### src/sv/npc_pkg.sv
// ----------------------------------------------------------------------------
// npc_pkg
// Shared types, palette tables and constants for the nearest palette color
// matcher.
// ----------------------------------------------------------------------------
package npc_pkg;

	localparam int NPC_QDEPTH = 2;

	typedef enum logic [2:0] {
		PM_XTERM256       = 3'd0,
		PM_XTERM256_NOSYS = 3'd1,
		PM_WIN256         = 3'd2,
		PM_XTERM88        = 3'd3,
		PM_XTERM16        = 3'd4
	} npc_mode_t;

	typedef enum logic {
		BK_IDLE,
		BK_RUN
	} npc_bstate_t;

	typedef struct packed {
		logic [7:0] red;
		logic [7:0] green;
		logic [7:0] blue;
		npc_mode_t  mode;
		logic [7:0] lo;
		logic [7:0] last;
	} npc_job_t;

	typedef struct packed {
		logic full;
		logic empty;
	} npc_qstat_t;

	localparam logic [7:0] NPC_SYS_LEN    = 8'd16;
	localparam logic [7:0] NPC_CUBE4_END  = 8'd80;
	localparam logic [7:0] NPC_GREY8_LAST = 8'd87;
	localparam logic [7:0] NPC_CUBE6_END  = 8'd232;
	localparam logic [7:0] NPC_GREY24_LAST = 8'd255;
	localparam logic [7:0] NPC_GREY24_BASE = 8'd8;
	localparam logic [7:0] NPC_GREY24_STEP = 8'd10;

	localparam logic [23:0] NPC_XTERM_SYS [16] = '{
		24'h000000, 24'hCD0000, 24'h00CD00, 24'hCDCD00,
		24'h0000EE, 24'hCD00CD, 24'h00CDCD, 24'hE5E5E5,
		24'h7F7F7F, 24'hFF0000, 24'h00FF00, 24'hFFFF00,
		24'h5C5CFF, 24'hFF00FF, 24'h00FFFF, 24'hFFFFFF
	};

	localparam logic [23:0] NPC_WIN_SYS [16] = '{
		24'h000000, 24'h000080, 24'h008000, 24'h008080,
		24'h800000, 24'h800080, 24'h808000, 24'hC0C0C0,
		24'h808080, 24'h0000FF, 24'h00FF00, 24'h00FFFF,
		24'hFF0000, 24'hFF00FF, 24'hFFFF00, 24'hFFFFFF
	};

	localparam logic [7:0] NPC_CUBE6 [6] = '{8'h00, 8'h5F, 8'h87, 8'hAF, 8'hD7, 8'hFF};
	localparam logic [7:0] NPC_CUBE4 [4] = '{8'd0, 8'd139, 8'd205, 8'd255};
	localparam logic [7:0] NPC_GREY8 [8] = '{8'd46, 8'd92, 8'd113, 8'd139,
		8'd162, 8'd185, 8'd208, 8'd231};

endpackage

### src/sv/npc_front.sv
// ----------------------------------------------------------------------------
// npc_front
// Holds the palette mode register, accepts colors and classifies each one
// into the range of palette entries that the search has to visit.
// ----------------------------------------------------------------------------
module npc_front (
	input  logic             clk,
	input  logic             arst_n,
	input  logic             start,
	input  logic [7:0]       red,
	input  logic [7:0]       green,
	input  logic [7:0]       blue,
	input  logic             cfg_wr_en,
	input  logic [2:0]       cfg_wr_data,
	input  npc_pkg::npc_qstat_t q_stat,
	output logic             push,
	output npc_pkg::npc_job_t push_job
);
	import npc_pkg::*;

	logic [2:0] mode_q;
	npc_mode_t  mode_c;
	logic       grey;

	always_ff @(posedge clk or negedge arst_n) begin
		if (!arst_n) begin
			mode_q <= 3'd0;
		end else if (cfg_wr_en) begin
			mode_q <= cfg_wr_data;
		end
	end

	always_comb begin
		mode_c = (mode_q > 3'(PM_XTERM16)) ? PM_XTERM256 : npc_mode_t'(mode_q);
		grey = (red == green) && (red == blue) && (red != 8'h00) && (red != 8'hFF);
		push = start && !q_stat.full;
		push_job.red   = red;
		push_job.green = green;
		push_job.blue  = blue;
		push_job.mode  = mode_c;
		unique case (mode_c)
			PM_XTERM16: begin
				push_job.lo   = 8'd0;
				push_job.last = NPC_SYS_LEN - 8'd1;
			end
			PM_XTERM88: begin
				push_job.lo   = grey ? NPC_CUBE4_END : 8'd0;
				push_job.last = grey ? NPC_GREY8_LAST : NPC_CUBE4_END - 8'd1;
			end
			PM_XTERM256_NOSYS: begin
				push_job.lo   = grey ? NPC_CUBE6_END : NPC_SYS_LEN;
				push_job.last = grey ? NPC_GREY24_LAST : NPC_CUBE6_END - 8'd1;
			end
			default: begin
				push_job.lo   = grey ? NPC_CUBE6_END : 8'd0;
				push_job.last = grey ? NPC_GREY24_LAST : NPC_CUBE6_END - 8'd1;
			end
		endcase
	end

endmodule

### src/sv/npc_queue.sv
// ----------------------------------------------------------------------------
// npc_queue
// Short first-in first-out queue of classified jobs between the front and
// the search engine.
// ----------------------------------------------------------------------------
module npc_queue #(
	parameter int QDEPTH = npc_pkg::NPC_QDEPTH
) (
	input  logic              clk,
	input  logic              arst_n,
	input  logic              push,
	input  npc_pkg::npc_job_t push_job,
	input  logic              pop,
	output npc_pkg::npc_job_t pop_job,
	output npc_pkg::npc_qstat_t q_stat
);
	import npc_pkg::*;

	localparam int PW = (QDEPTH > 1) ? $clog2(QDEPTH) : 1;
	localparam int CW = $clog2(QDEPTH + 1);
	localparam logic [PW-1:0] PTR_LAST = PW'(QDEPTH - 1);
	localparam logic [CW-1:0] CNT_FULL = CW'(QDEPTH);

	npc_job_t      slot_q [QDEPTH];
	logic [PW-1:0] wr_ptr_q;
	logic [PW-1:0] rd_ptr_q;
	logic [CW-1:0] count_q;

	always_ff @(posedge clk) begin
		if (push) begin
			slot_q[wr_ptr_q] <= push_job;
		end
	end

	always_ff @(posedge clk or negedge arst_n) begin
		if (!arst_n) begin
			wr_ptr_q <= '0;
			rd_ptr_q <= '0;
			count_q  <= '0;
		end else begin
			if (push) begin
				wr_ptr_q <= (wr_ptr_q == PTR_LAST) ? '0 : wr_ptr_q + PW'(1);
			end
			if (pop) begin
				rd_ptr_q <= (rd_ptr_q == PTR_LAST) ? '0 : rd_ptr_q + PW'(1);
			end
			if (push && !pop) begin
				count_q <= count_q + CW'(1);
			end else if (pop && !push) begin
				count_q <= count_q - CW'(1);
			end
		end
	end

	assign pop_job      = slot_q[rd_ptr_q];
	assign q_stat.full  = (count_q == CNT_FULL);
	assign q_stat.empty = (count_q == '0);

	a_no_overflow: assert property (@(posedge clk) disable iff (!arst_n)
		count_q <= CNT_FULL)
		else $error("Job queue count exceeds its depth.");

	a_no_push_full: assert property (@(posedge clk) disable iff (!arst_n)
		push |-> !q_stat.full)
		else $error("Job pushed into a full queue.");

	a_no_pop_empty: assert property (@(posedge clk) disable iff (!arst_n)
		pop |-> !q_stat.empty)
		else $error("Job popped from an empty queue.");

endmodule

### src/sv/npc_back.sv
// ----------------------------------------------------------------------------
// npc_back
// Search engine: walks the palette entries of one job, one entry per cycle,
// through a three-stage distance pipeline and keeps the nearest entry.
// ----------------------------------------------------------------------------
module npc_back (
	input  logic                clk,
	input  logic                arst_n,
	input  npc_pkg::npc_qstat_t q_stat,
	input  npc_pkg::npc_job_t   pop_job,
	output logic                pop,
	output logic                done,
	output logic [7:0]          color_index
);
	import npc_pkg::*;

	npc_bstate_t state_q;
	npc_bstate_t state_d;
	npc_job_t    job_q;
	logic [7:0]  idx_q;
	logic        first_q;
	logic [2:0]  cr_q;
	logic [2:0]  cg_q;
	logic [2:0]  cb_q;
	logic        issue;
	logic        is_last;
	logic        in_cube;
	logic [2:0]  cmax;
	logic [7:0]  er;
	logic [7:0]  eg;
	logic [7:0]  eb;
	logic [7:0]  gk;
	logic [7:0]  glev;

	logic        valid_s1;
	logic        first_s1;
	logic        last_s1;
	logic [7:0]  idx_s1;
	logic [7:0]  dr_s1;
	logic [7:0]  dg_s1;
	logic [7:0]  db_s1;

	logic        valid_s2;
	logic        first_s2;
	logic        last_s2;
	logic [7:0]  idx_s2;
	logic [17:0] d_s2;

	logic [7:0]  best_q;
	logic [17:0] bestd_q;
	logic        upd;
	logic        done_q;
	logic [7:0]  color_index_q;

	always_ff @(posedge clk or negedge arst_n) begin
		if (!arst_n) begin
			state_q <= BK_IDLE;
		end else begin
			state_q <= state_d;
		end
	end

	always_comb begin
		state_d = state_q;
		pop     = 1'b0;
		issue   = 1'b0;
		unique case (state_q)
			BK_IDLE: begin
				if (!q_stat.empty) begin
					pop     = 1'b1;
					state_d = BK_RUN;
				end
			end
			BK_RUN: begin
				issue = 1'b1;
				if (idx_q == job_q.last) begin
					state_d = BK_IDLE;
				end
			end
			default: begin
				state_d = BK_IDLE;
			end
		endcase
	end

	always_comb begin
		is_last = (idx_q == job_q.last);
		cmax    = (job_q.mode == PM_XTERM88) ? 3'd3 : 3'd5;
		in_cube = (idx_q >= NPC_SYS_LEN) &&
			((job_q.mode == PM_XTERM88) ? (idx_q < NPC_CUBE4_END) : (idx_q < NPC_CUBE6_END));
		gk   = idx_q - NPC_CUBE6_END;
		glev = NPC_GREY24_BASE + 8'(gk[4:0]) * NPC_GREY24_STEP;
		if (idx_q < NPC_SYS_LEN) begin
			{er, eg, eb} = (job_q.mode == PM_WIN256) ? NPC_WIN_SYS[idx_q[3:0]]
				: NPC_XTERM_SYS[idx_q[3:0]];
		end else if (job_q.mode == PM_XTERM88) begin
			if (idx_q < NPC_CUBE4_END) begin
				er = NPC_CUBE4[cr_q[1:0]];
				eg = NPC_CUBE4[cg_q[1:0]];
				eb = NPC_CUBE4[cb_q[1:0]];
			end else begin
				er = NPC_GREY8[idx_q[2:0]];
				eg = er;
				eb = er;
			end
		end else if (idx_q < NPC_CUBE6_END) begin
			er = NPC_CUBE6[cr_q];
			eg = NPC_CUBE6[cg_q];
			eb = NPC_CUBE6[cb_q];
		end else begin
			er = glev;
			eg = glev;
			eb = glev;
		end
	end

	always_ff @(posedge clk) begin
		if (pop) begin
			job_q   <= pop_job;
			idx_q   <= pop_job.lo;
			first_q <= 1'b1;
			cr_q    <= 3'd0;
			cg_q    <= 3'd0;
			cb_q    <= 3'd0;
		end else if (issue) begin
			idx_q   <= idx_q + 8'd1;
			first_q <= 1'b0;
			if (in_cube) begin
				if (cb_q == cmax) begin
					cb_q <= 3'd0;
					if (cg_q == cmax) begin
						cg_q <= 3'd0;
						cr_q <= cr_q + 3'd1;
					end else begin
						cg_q <= cg_q + 3'd1;
					end
				end else begin
					cb_q <= cb_q + 3'd1;
				end
			end
		end
	end

	always_ff @(posedge clk or negedge arst_n) begin
		if (!arst_n) begin
			valid_s1 <= 1'b0;
			valid_s2 <= 1'b0;
			done_q   <= 1'b0;
		end else begin
			valid_s1 <= issue;
			valid_s2 <= valid_s1;
			done_q   <= valid_s2 && last_s2;
		end
	end

	always_ff @(posedge clk) begin
		first_s1 <= first_q;
		last_s1  <= is_last;
		idx_s1   <= idx_q;
		dr_s1    <= (job_q.red > er) ? job_q.red - er : er - job_q.red;
		dg_s1    <= (job_q.green > eg) ? job_q.green - eg : eg - job_q.green;
		db_s1    <= (job_q.blue > eb) ? job_q.blue - eb : eb - job_q.blue;

		first_s2 <= first_s1;
		last_s2  <= last_s1;
		idx_s2   <= idx_s1;
		d_s2     <= 18'(16'(dr_s1) * 16'(dr_s1)) + 18'(16'(dg_s1) * 16'(dg_s1))
			+ 18'(16'(db_s1) * 16'(db_s1));
	end

	assign upd = first_s2 || (d_s2 < bestd_q);

	always_ff @(posedge clk) begin
		if (valid_s2 && upd) begin
			best_q  <= idx_s2;
			bestd_q <= d_s2;
		end
		color_index_q <= upd ? idx_s2 : best_q;
	end

	assign done        = done_q;
	assign color_index = color_index_q;

	a_idx_in_range: assert property (@(posedge clk) disable iff (!arst_n)
		(state_q == BK_RUN) |-> (idx_q <= job_q.last))
		else $error("Search index ran past the end of its range.");

	a_pop_starts_run: assert property (@(posedge clk) disable iff (!arst_n)
		pop |=> (state_q == BK_RUN) && first_q)
		else $error("Popped job did not start a search.");

	a_last_reaches_out: assert property (@(posedge clk) disable iff (!arst_n)
		(valid_s1 && last_s1) |=> ##1 done)
		else $error("Last entry of a search did not produce a result.");

	a_single_last: assert property (@(posedge clk) disable iff (!arst_n)
		(issue && is_last) |=> !issue)
		else $error("Search issued entries after its last entry.");

endmodule

### src/sv/nearest_palette_color.sv
// ----------------------------------------------------------------------------
// nearest_palette_color
// Returns the index of the terminal palette entry nearest to an RGB color by
// squared Euclidean distance; the earliest entry wins on ties.
// ----------------------------------------------------------------------------
//   Channel   Ports                              Handshake
//   input     start, busy, red, green, blue      taken when start && !busy
//   result    done, color_index                  one-cycle strobe on done
//   config    cfg_wr_en, cfg_wr_data             written when cfg_wr_en
//
// The search engine visits one palette entry per cycle while a search runs
// and pops each job from the queue in its idle state first. The result of
// the last entry passes the two distance stages and the output register.
// A two-entry job queue lets start be taken while a search runs; busy is
// high only when the queue is full. The receiver cannot stall.
// Reset clears the palette mode to xterm 256 and empties the queue.
// ----------------------------------------------------------------------------
module nearest_palette_color #(
	parameter int QDEPTH = npc_pkg::NPC_QDEPTH
) (
	input  logic       clk,
	input  logic       arst_n,
	input  logic       start,
	output logic       busy,
	input  logic [7:0] red,
	input  logic [7:0] green,
	input  logic [7:0] blue,
	input  logic       cfg_wr_en,
	input  logic [2:0] cfg_wr_data,
	output logic       done,
	output logic [7:0] color_index
);
	import npc_pkg::*;

	npc_qstat_t q_stat;
	npc_job_t   push_job;
	npc_job_t   pop_job;
	logic       push;
	logic       pop;

	npc_front u_front (
		.clk         (clk),
		.arst_n      (arst_n),
		.start       (start),
		.red         (red),
		.green       (green),
		.blue        (blue),
		.cfg_wr_en   (cfg_wr_en),
		.cfg_wr_data (cfg_wr_data),
		.q_stat      (q_stat),
		.push        (push),
		.push_job    (push_job)
	);

	npc_queue #(
		.QDEPTH (QDEPTH)
	) u_queue (
		.clk      (clk),
		.arst_n   (arst_n),
		.push     (push),
		.push_job (push_job),
		.pop      (pop),
		.pop_job  (pop_job),
		.q_stat   (q_stat)
	);

	npc_back u_back (
		.clk         (clk),
		.arst_n      (arst_n),
		.q_stat      (q_stat),
		.pop_job     (pop_job),
		.pop         (pop),
		.done        (done),
		.color_index (color_index)
	);

	assign busy = q_stat.full;

endmodule
### config.mk
export PLATFORM = sky130hd
export DESIGN_NAME = nearest_palette_color
export DESIGN_NICKNAME = d
export VERILOG_FILES = /design/src/sv/npc_pkg.sv /design/src/sv/npc_front.sv /design/src/sv/npc_queue.sv /design/src/sv/npc_back.sv /design/src/sv/nearest_palette_color.sv
export SDC_FILE = /design/constraint.sdc
export NUM_CORES = 1
export LEC_CHECK = 0
export BUFFER_PORTS_ARGS = -buffer_cell sky130_fd_sc_hd__buf_2
export CAP_MARGIN = 30
export CORE_MARGIN = 2
export CORE_UTILIZATION = 62
export CTS_CLUSTER_SIZE = 24
export DETAILED_ROUTE_END_ITERATION = 10
export PLACE_DENSITY = 0.8
export SLEW_MARGIN = 10
export SYNTH_ARGS = -nofsm -noshare
export SYNTH_HDL_FRONTEND = slang
export SYNTH_HIERARCHICAL = 1
export SYNTH_SLANG_ARGS = --single-unit
### constraint.sdc
create_clock -name clk -period 9.65 [get_ports clk]
set_input_delay 0.4825 -clock clk [delete_from_list [all_inputs] [get_ports clk]]
set_output_delay 0.4825 -clock clk [all_outputs]
set_load 0.05 [all_outputs]
==> run_summary.xml <==
<?xml version="1.0" encoding="UTF-8"?>
<metrics>
  <group name="run_status">
    <metric name="outcome" unit="">finished, final reports clean</metric>
  </group>
  <group name="placed_design">
    <metric name="port-buffer-count" unit="">40</metric>
    <metric name="dpl.hpwl" unit="mm">28.2</metric>
    <metric name="place.detailed.instances" unit="">2029</metric>
    <metric name="place.gp.congestion" unit="">0.977</metric>
  </group>
  <group name="drt">
    <metric name="met2_length" unit="mm">17.9</metric>
    <metric name="met3WireLength" unit="mm">1.53</metric>
    <metric name="routed.top_layer" unit="">met4</metric>
    <metric name="m1WireLength" unit="mm">15.2</metric>
    <metric name="viasPerCell" unit="">5.61</metric>
    <metric name="wl" unit="mm">36.2</metric>
    <metric name="detailedRoute.firstIterationViolations" unit="">697</metric>
    <metric name="wl_per_cell" unit="µm">17.4</metric>
    <metric name="detailedRoute.firstPassIterationCount" unit="">6</metric>
    <metric name="detail-route-antenna-nets" unit="">0</metric>
    <metric name="detailroute.via_count" unit="">11656</metric>
    <metric name="post-route-drc-count" unit="">0</metric>
  </group>
  <group name="logic_synthesis">
    <metric name="synthDistinctLibCells" unit="">74</metric>
    <metric name="ys_dominant_reg_cell" unit="">edfxtp_1</metric>
    <metric name="synth.top_cells.by_count" unit="">inv_1 (277), ha_1 (170), edfxtp_1 (155), fa_1 (140), nand2_1 (91)</metric>
    <metric name="asyncSetResetFlopFracSynth" unit="%">4.47</metric>
    <metric name="synth_most_common_cell" unit="">inv_1</metric>
    <metric name="netlist_top_cells_area" unit="">edfxtp_1 (26%), fa_1 (15%), ha_1 (12%), dfxtp_1 (8.8%), inv_1 (5.7%)</metric>
    <metric name="synth_seq_area_share" unit="%">36.0</metric>
    <metric name="synthCells" unit="">1676</metric>
    <metric name="yosys.area.top_type" unit="">edfxtp_1</metric>
    <metric name="synth_area" unit="µm²">18100</metric>
    <metric name="synth_warnings" unit="">6</metric>
    <metric name="synth-edff-count" unit="">155</metric>
    <metric name="yosysTopAreaCellShare" unit="%">25.7</metric>
    <metric name="post_synth.cell_area_avg" unit="µm²">10.8</metric>
    <metric name="postSynthRegisterBits" unit="">246</metric>
  </group>
  <group name="cts">
    <metric name="clock_tree.buffer_depth" unit="">3</metric>
    <metric name="clockRootBuffer" unit="">clkbuf_16</metric>
    <metric name="tritoncts_num_sinks" unit="">246</metric>
    <metric name="postCtsSetupBuffers" unit="">0</metric>
    <metric name="clock_tree_from_tritoncts" unit="">done</metric>
    <metric name="cts_max_level" unit="">1</metric>
    <metric name="cts_buf_count" unit="">25</metric>
    <metric name="insertion_delay" unit="ns">0.54</metric>
    <metric name="holdBufCountCts" unit="">1</metric>
    <metric name="path_clk_slew" unit="ns">0.06</metric>
    <metric name="cts_resized" unit="">0</metric>
  </group>
  <group name="critical_path">
    <metric name="timing.critical_path.slowest_cell_delay" unit="ns">0.57</metric>
    <metric name="cp_max_stage_cell" unit="">dfxtp_1</metric>
    <metric name="cp-end-kind" unit="">flip-flop</metric>
    <metric name="required" unit="ns">10.12</metric>
    <metric name="critical_path_peak_fanout" unit="">10</metric>
    <metric name="critical_path.startpoint_type" unit="">flip-flop</metric>
    <metric name="worst_ep_arrival_time" unit="ns">6.82</metric>
    <metric name="worst-setup-path-type" unit="">flip-flop to flip-flop</metric>
    <metric name="path_cells" unit="">and2_1, inv_1, fa_1, fa_1, fa_1, inv_1, fa_1, inv_1, fa_1, fa_1, inv_1, fa_1, ha_1, nor2b_1, o2111ai_1, a31oi_1, or2_2, nor4b_1, a211o_1</metric>
    <metric name="critical-path-top-cell-by-count" unit="">fa_1</metric>
  </group>
  <group name="timing">
    <metric name="rsz0062_at_grt" unit="">false</metric>
    <metric name="max_slew.worst_pin.slew" unit="ns">0.823</metric>
    <metric name="fin_skew" unit="ns">0.0240</metric>
    <metric name="hold_viol_final" unit="">0</metric>
    <metric name="max_freq" unit="MHz">157</metric>
    <metric name="final.period_utilization" unit="%">65.8</metric>
    <metric name="totalNegativeSetupSlack" unit="ns">0</metric>
    <metric name="hold_ws" unit="ns">0.162</metric>
    <metric name="timing.slew.headroom" unit="%">44.7</metric>
    <metric name="tmin_final" unit="ns">6.35</metric>
    <metric name="setup_viol" unit="">0</metric>
    <metric name="pins_over_their_slew_limit" unit="">0</metric>
  </group>
  <group name="final_layout">
    <metric name="final_cell_count_no_fill" unit="">2076</metric>
    <metric name="seqCellArea" unit="µm²">6530</metric>
    <metric name="area_growth" unit="%">6.33</metric>
    <metric name="fillCellCount" unit="">2153</metric>
    <metric name="postLayoutCoreUtil" unit="%">67.0</metric>
    <metric name="layout-drive-gt1-share" unit="%">10.1</metric>
    <metric name="multi_input_area" unit="µm²">10100</metric>
    <metric name="finish.net_count" unit="">2014</metric>
    <metric name="insertedDiodeCount" unit="">0</metric>
  </group>
  <group name="floorplan">
    <metric name="std_cell_rows" unit="">62</metric>
    <metric name="floorplan.core_area" unit="µm²">28800</metric>
    <metric name="die_y" unit="µm">175</metric>
    <metric name="die-area" unit="µm²">30600</metric>
    <metric name="floorplan.die.width" unit="µm">175</metric>
    <metric name="design.portCount" unit="">41</metric>
    <metric name="floorplan.initialDensity" unit="%">63.0</metric>
  </group>
  <group name="grt">
    <metric name="overflow" unit="">0</metric>
    <metric name="antenna_found_initial" unit="">0</metric>
    <metric name="grt.total_usage" unit="%">24.2</metric>
    <metric name="grt_pass1_vias" unit="">11830</metric>
    <metric name="first_pass_grt_wire_length" unit="mm">59.0</metric>
    <metric name="grt_start_max_net_pins" unit="">60</metric>
  </group>
  <group name="hold_path">
    <metric name="hold_path.class" unit="">input pin to flip-flop</metric>
  </group>
  <group name="run">
    <metric name="cap_viol_max_count" unit="">0</metric>
  </group>
</metrics>
path summary, 6_finish.rpt:
| path | startpoint | end | slack [ns] | cells past startpoint |
|---|---|---|---|---|
| setup / recovery | u_back/dr_s1[0] | u_back/d_s2[15] | 3.30 | 19 |
| hold / removal | green[6] | u_queue/slot_q[0][33] | 0.16 | 1 |
| setup reg to reg | u_back/dr_s1[0] | u_back/d_s2[15] | 3.30 | 19 |
| hold reg to reg | u_back/idx_s1[1] | u_back/idx_s2[1] | 0.33 | 0 |
| max in group asynchronous | arst_n | u_queue/rd_ptr_q | 9.04 | 2 |
| min in group asynchronous | arst_n | u_front/mode_q[2] | 0.36 | 2 |
worst max-delay path, delay by kind of cell (launching register included):
kind	cells	cell delay [ns]
flops	1	0.57
fa+ha+maj	8	3.88
simple gates	4	1.00
buf+inv	4	0.24
compound gates	3	0.61
per-layer routing:
metal / up-vias / global-route usage (%)
met5: - / 0
met2: 287 / 42.1
met3: 90 / 3.00
met1: 5717 / 30.9
li1: 5562 / -
met4: 0 / 9.76
kinds of logic after synthesis:
kind of cell / after synthesis / share of synthesized area, %
AOI/OAI and AO/OA: 270 / 9.61
xor gates and xnor gates: 60 / 2.97
adders and majority gates: 311 / 27.2
buffers and inverters: 363 / 8.70
DFF: 246 / 36.0
muxes: 85 / 5.94
other: 2 / 0.0414
and+or+nand+nor: 339 / 9.46
cell usage in the layout, fill, tap and decap left out, types with 19 or more instances in the layout:
cell type	instances
inv_1	277
ha_1	170
edfxtp_1	155
fa_1	140
nand2_1	91
dfxtp_1	80
nor2_1	69
a21oi_1	68
o21ai_0	66
and2_1	60
buf_2	40
mux2_4	40
xnor2_1	37
clkbuf_16	25
mux2i_1	24
a21o_1	22
xor2_1	22
nor2b_1	20
mux2_2	20
nor3_1	19
state kept, by name (all words and copies together) (netlist names), 18 cells and up:
register        cells
u_queue/slot_q     86
u_back/job_q       35
u_back/bestd_q     18
u_back/d_s2        18
stage by stage:
| step | instance area (µm²) | worst slack (ns) |
|---|---|---|
| finish | 19300 | 3.30 |
| CTS | 19300 | 3.31 |
| detailed placement | 18400 | 3.33 |
| floorplan | 18100 | 3.74 |
| global placement | 18400 | 3.48 |
| global route | 19300 | 3.00 |
area by class of cell:
| class | count | area share, % |
|---|---|---|
| clock buffers | 35 | 3.60 |
| clock inverters | 11 | 0.682 |
| inverters | 278 | 5.41 |
| multi-input cells | 1071 | 52.2 |
| flip-flops and latches | 246 | 33.9 |
| well taps | 384 | 2.49 |
| repair buffers | 51 | 1.75 |
Power is not shown: default switching activity piles up to over one toggle a cycle in this logic, so the estimate is an artifact.
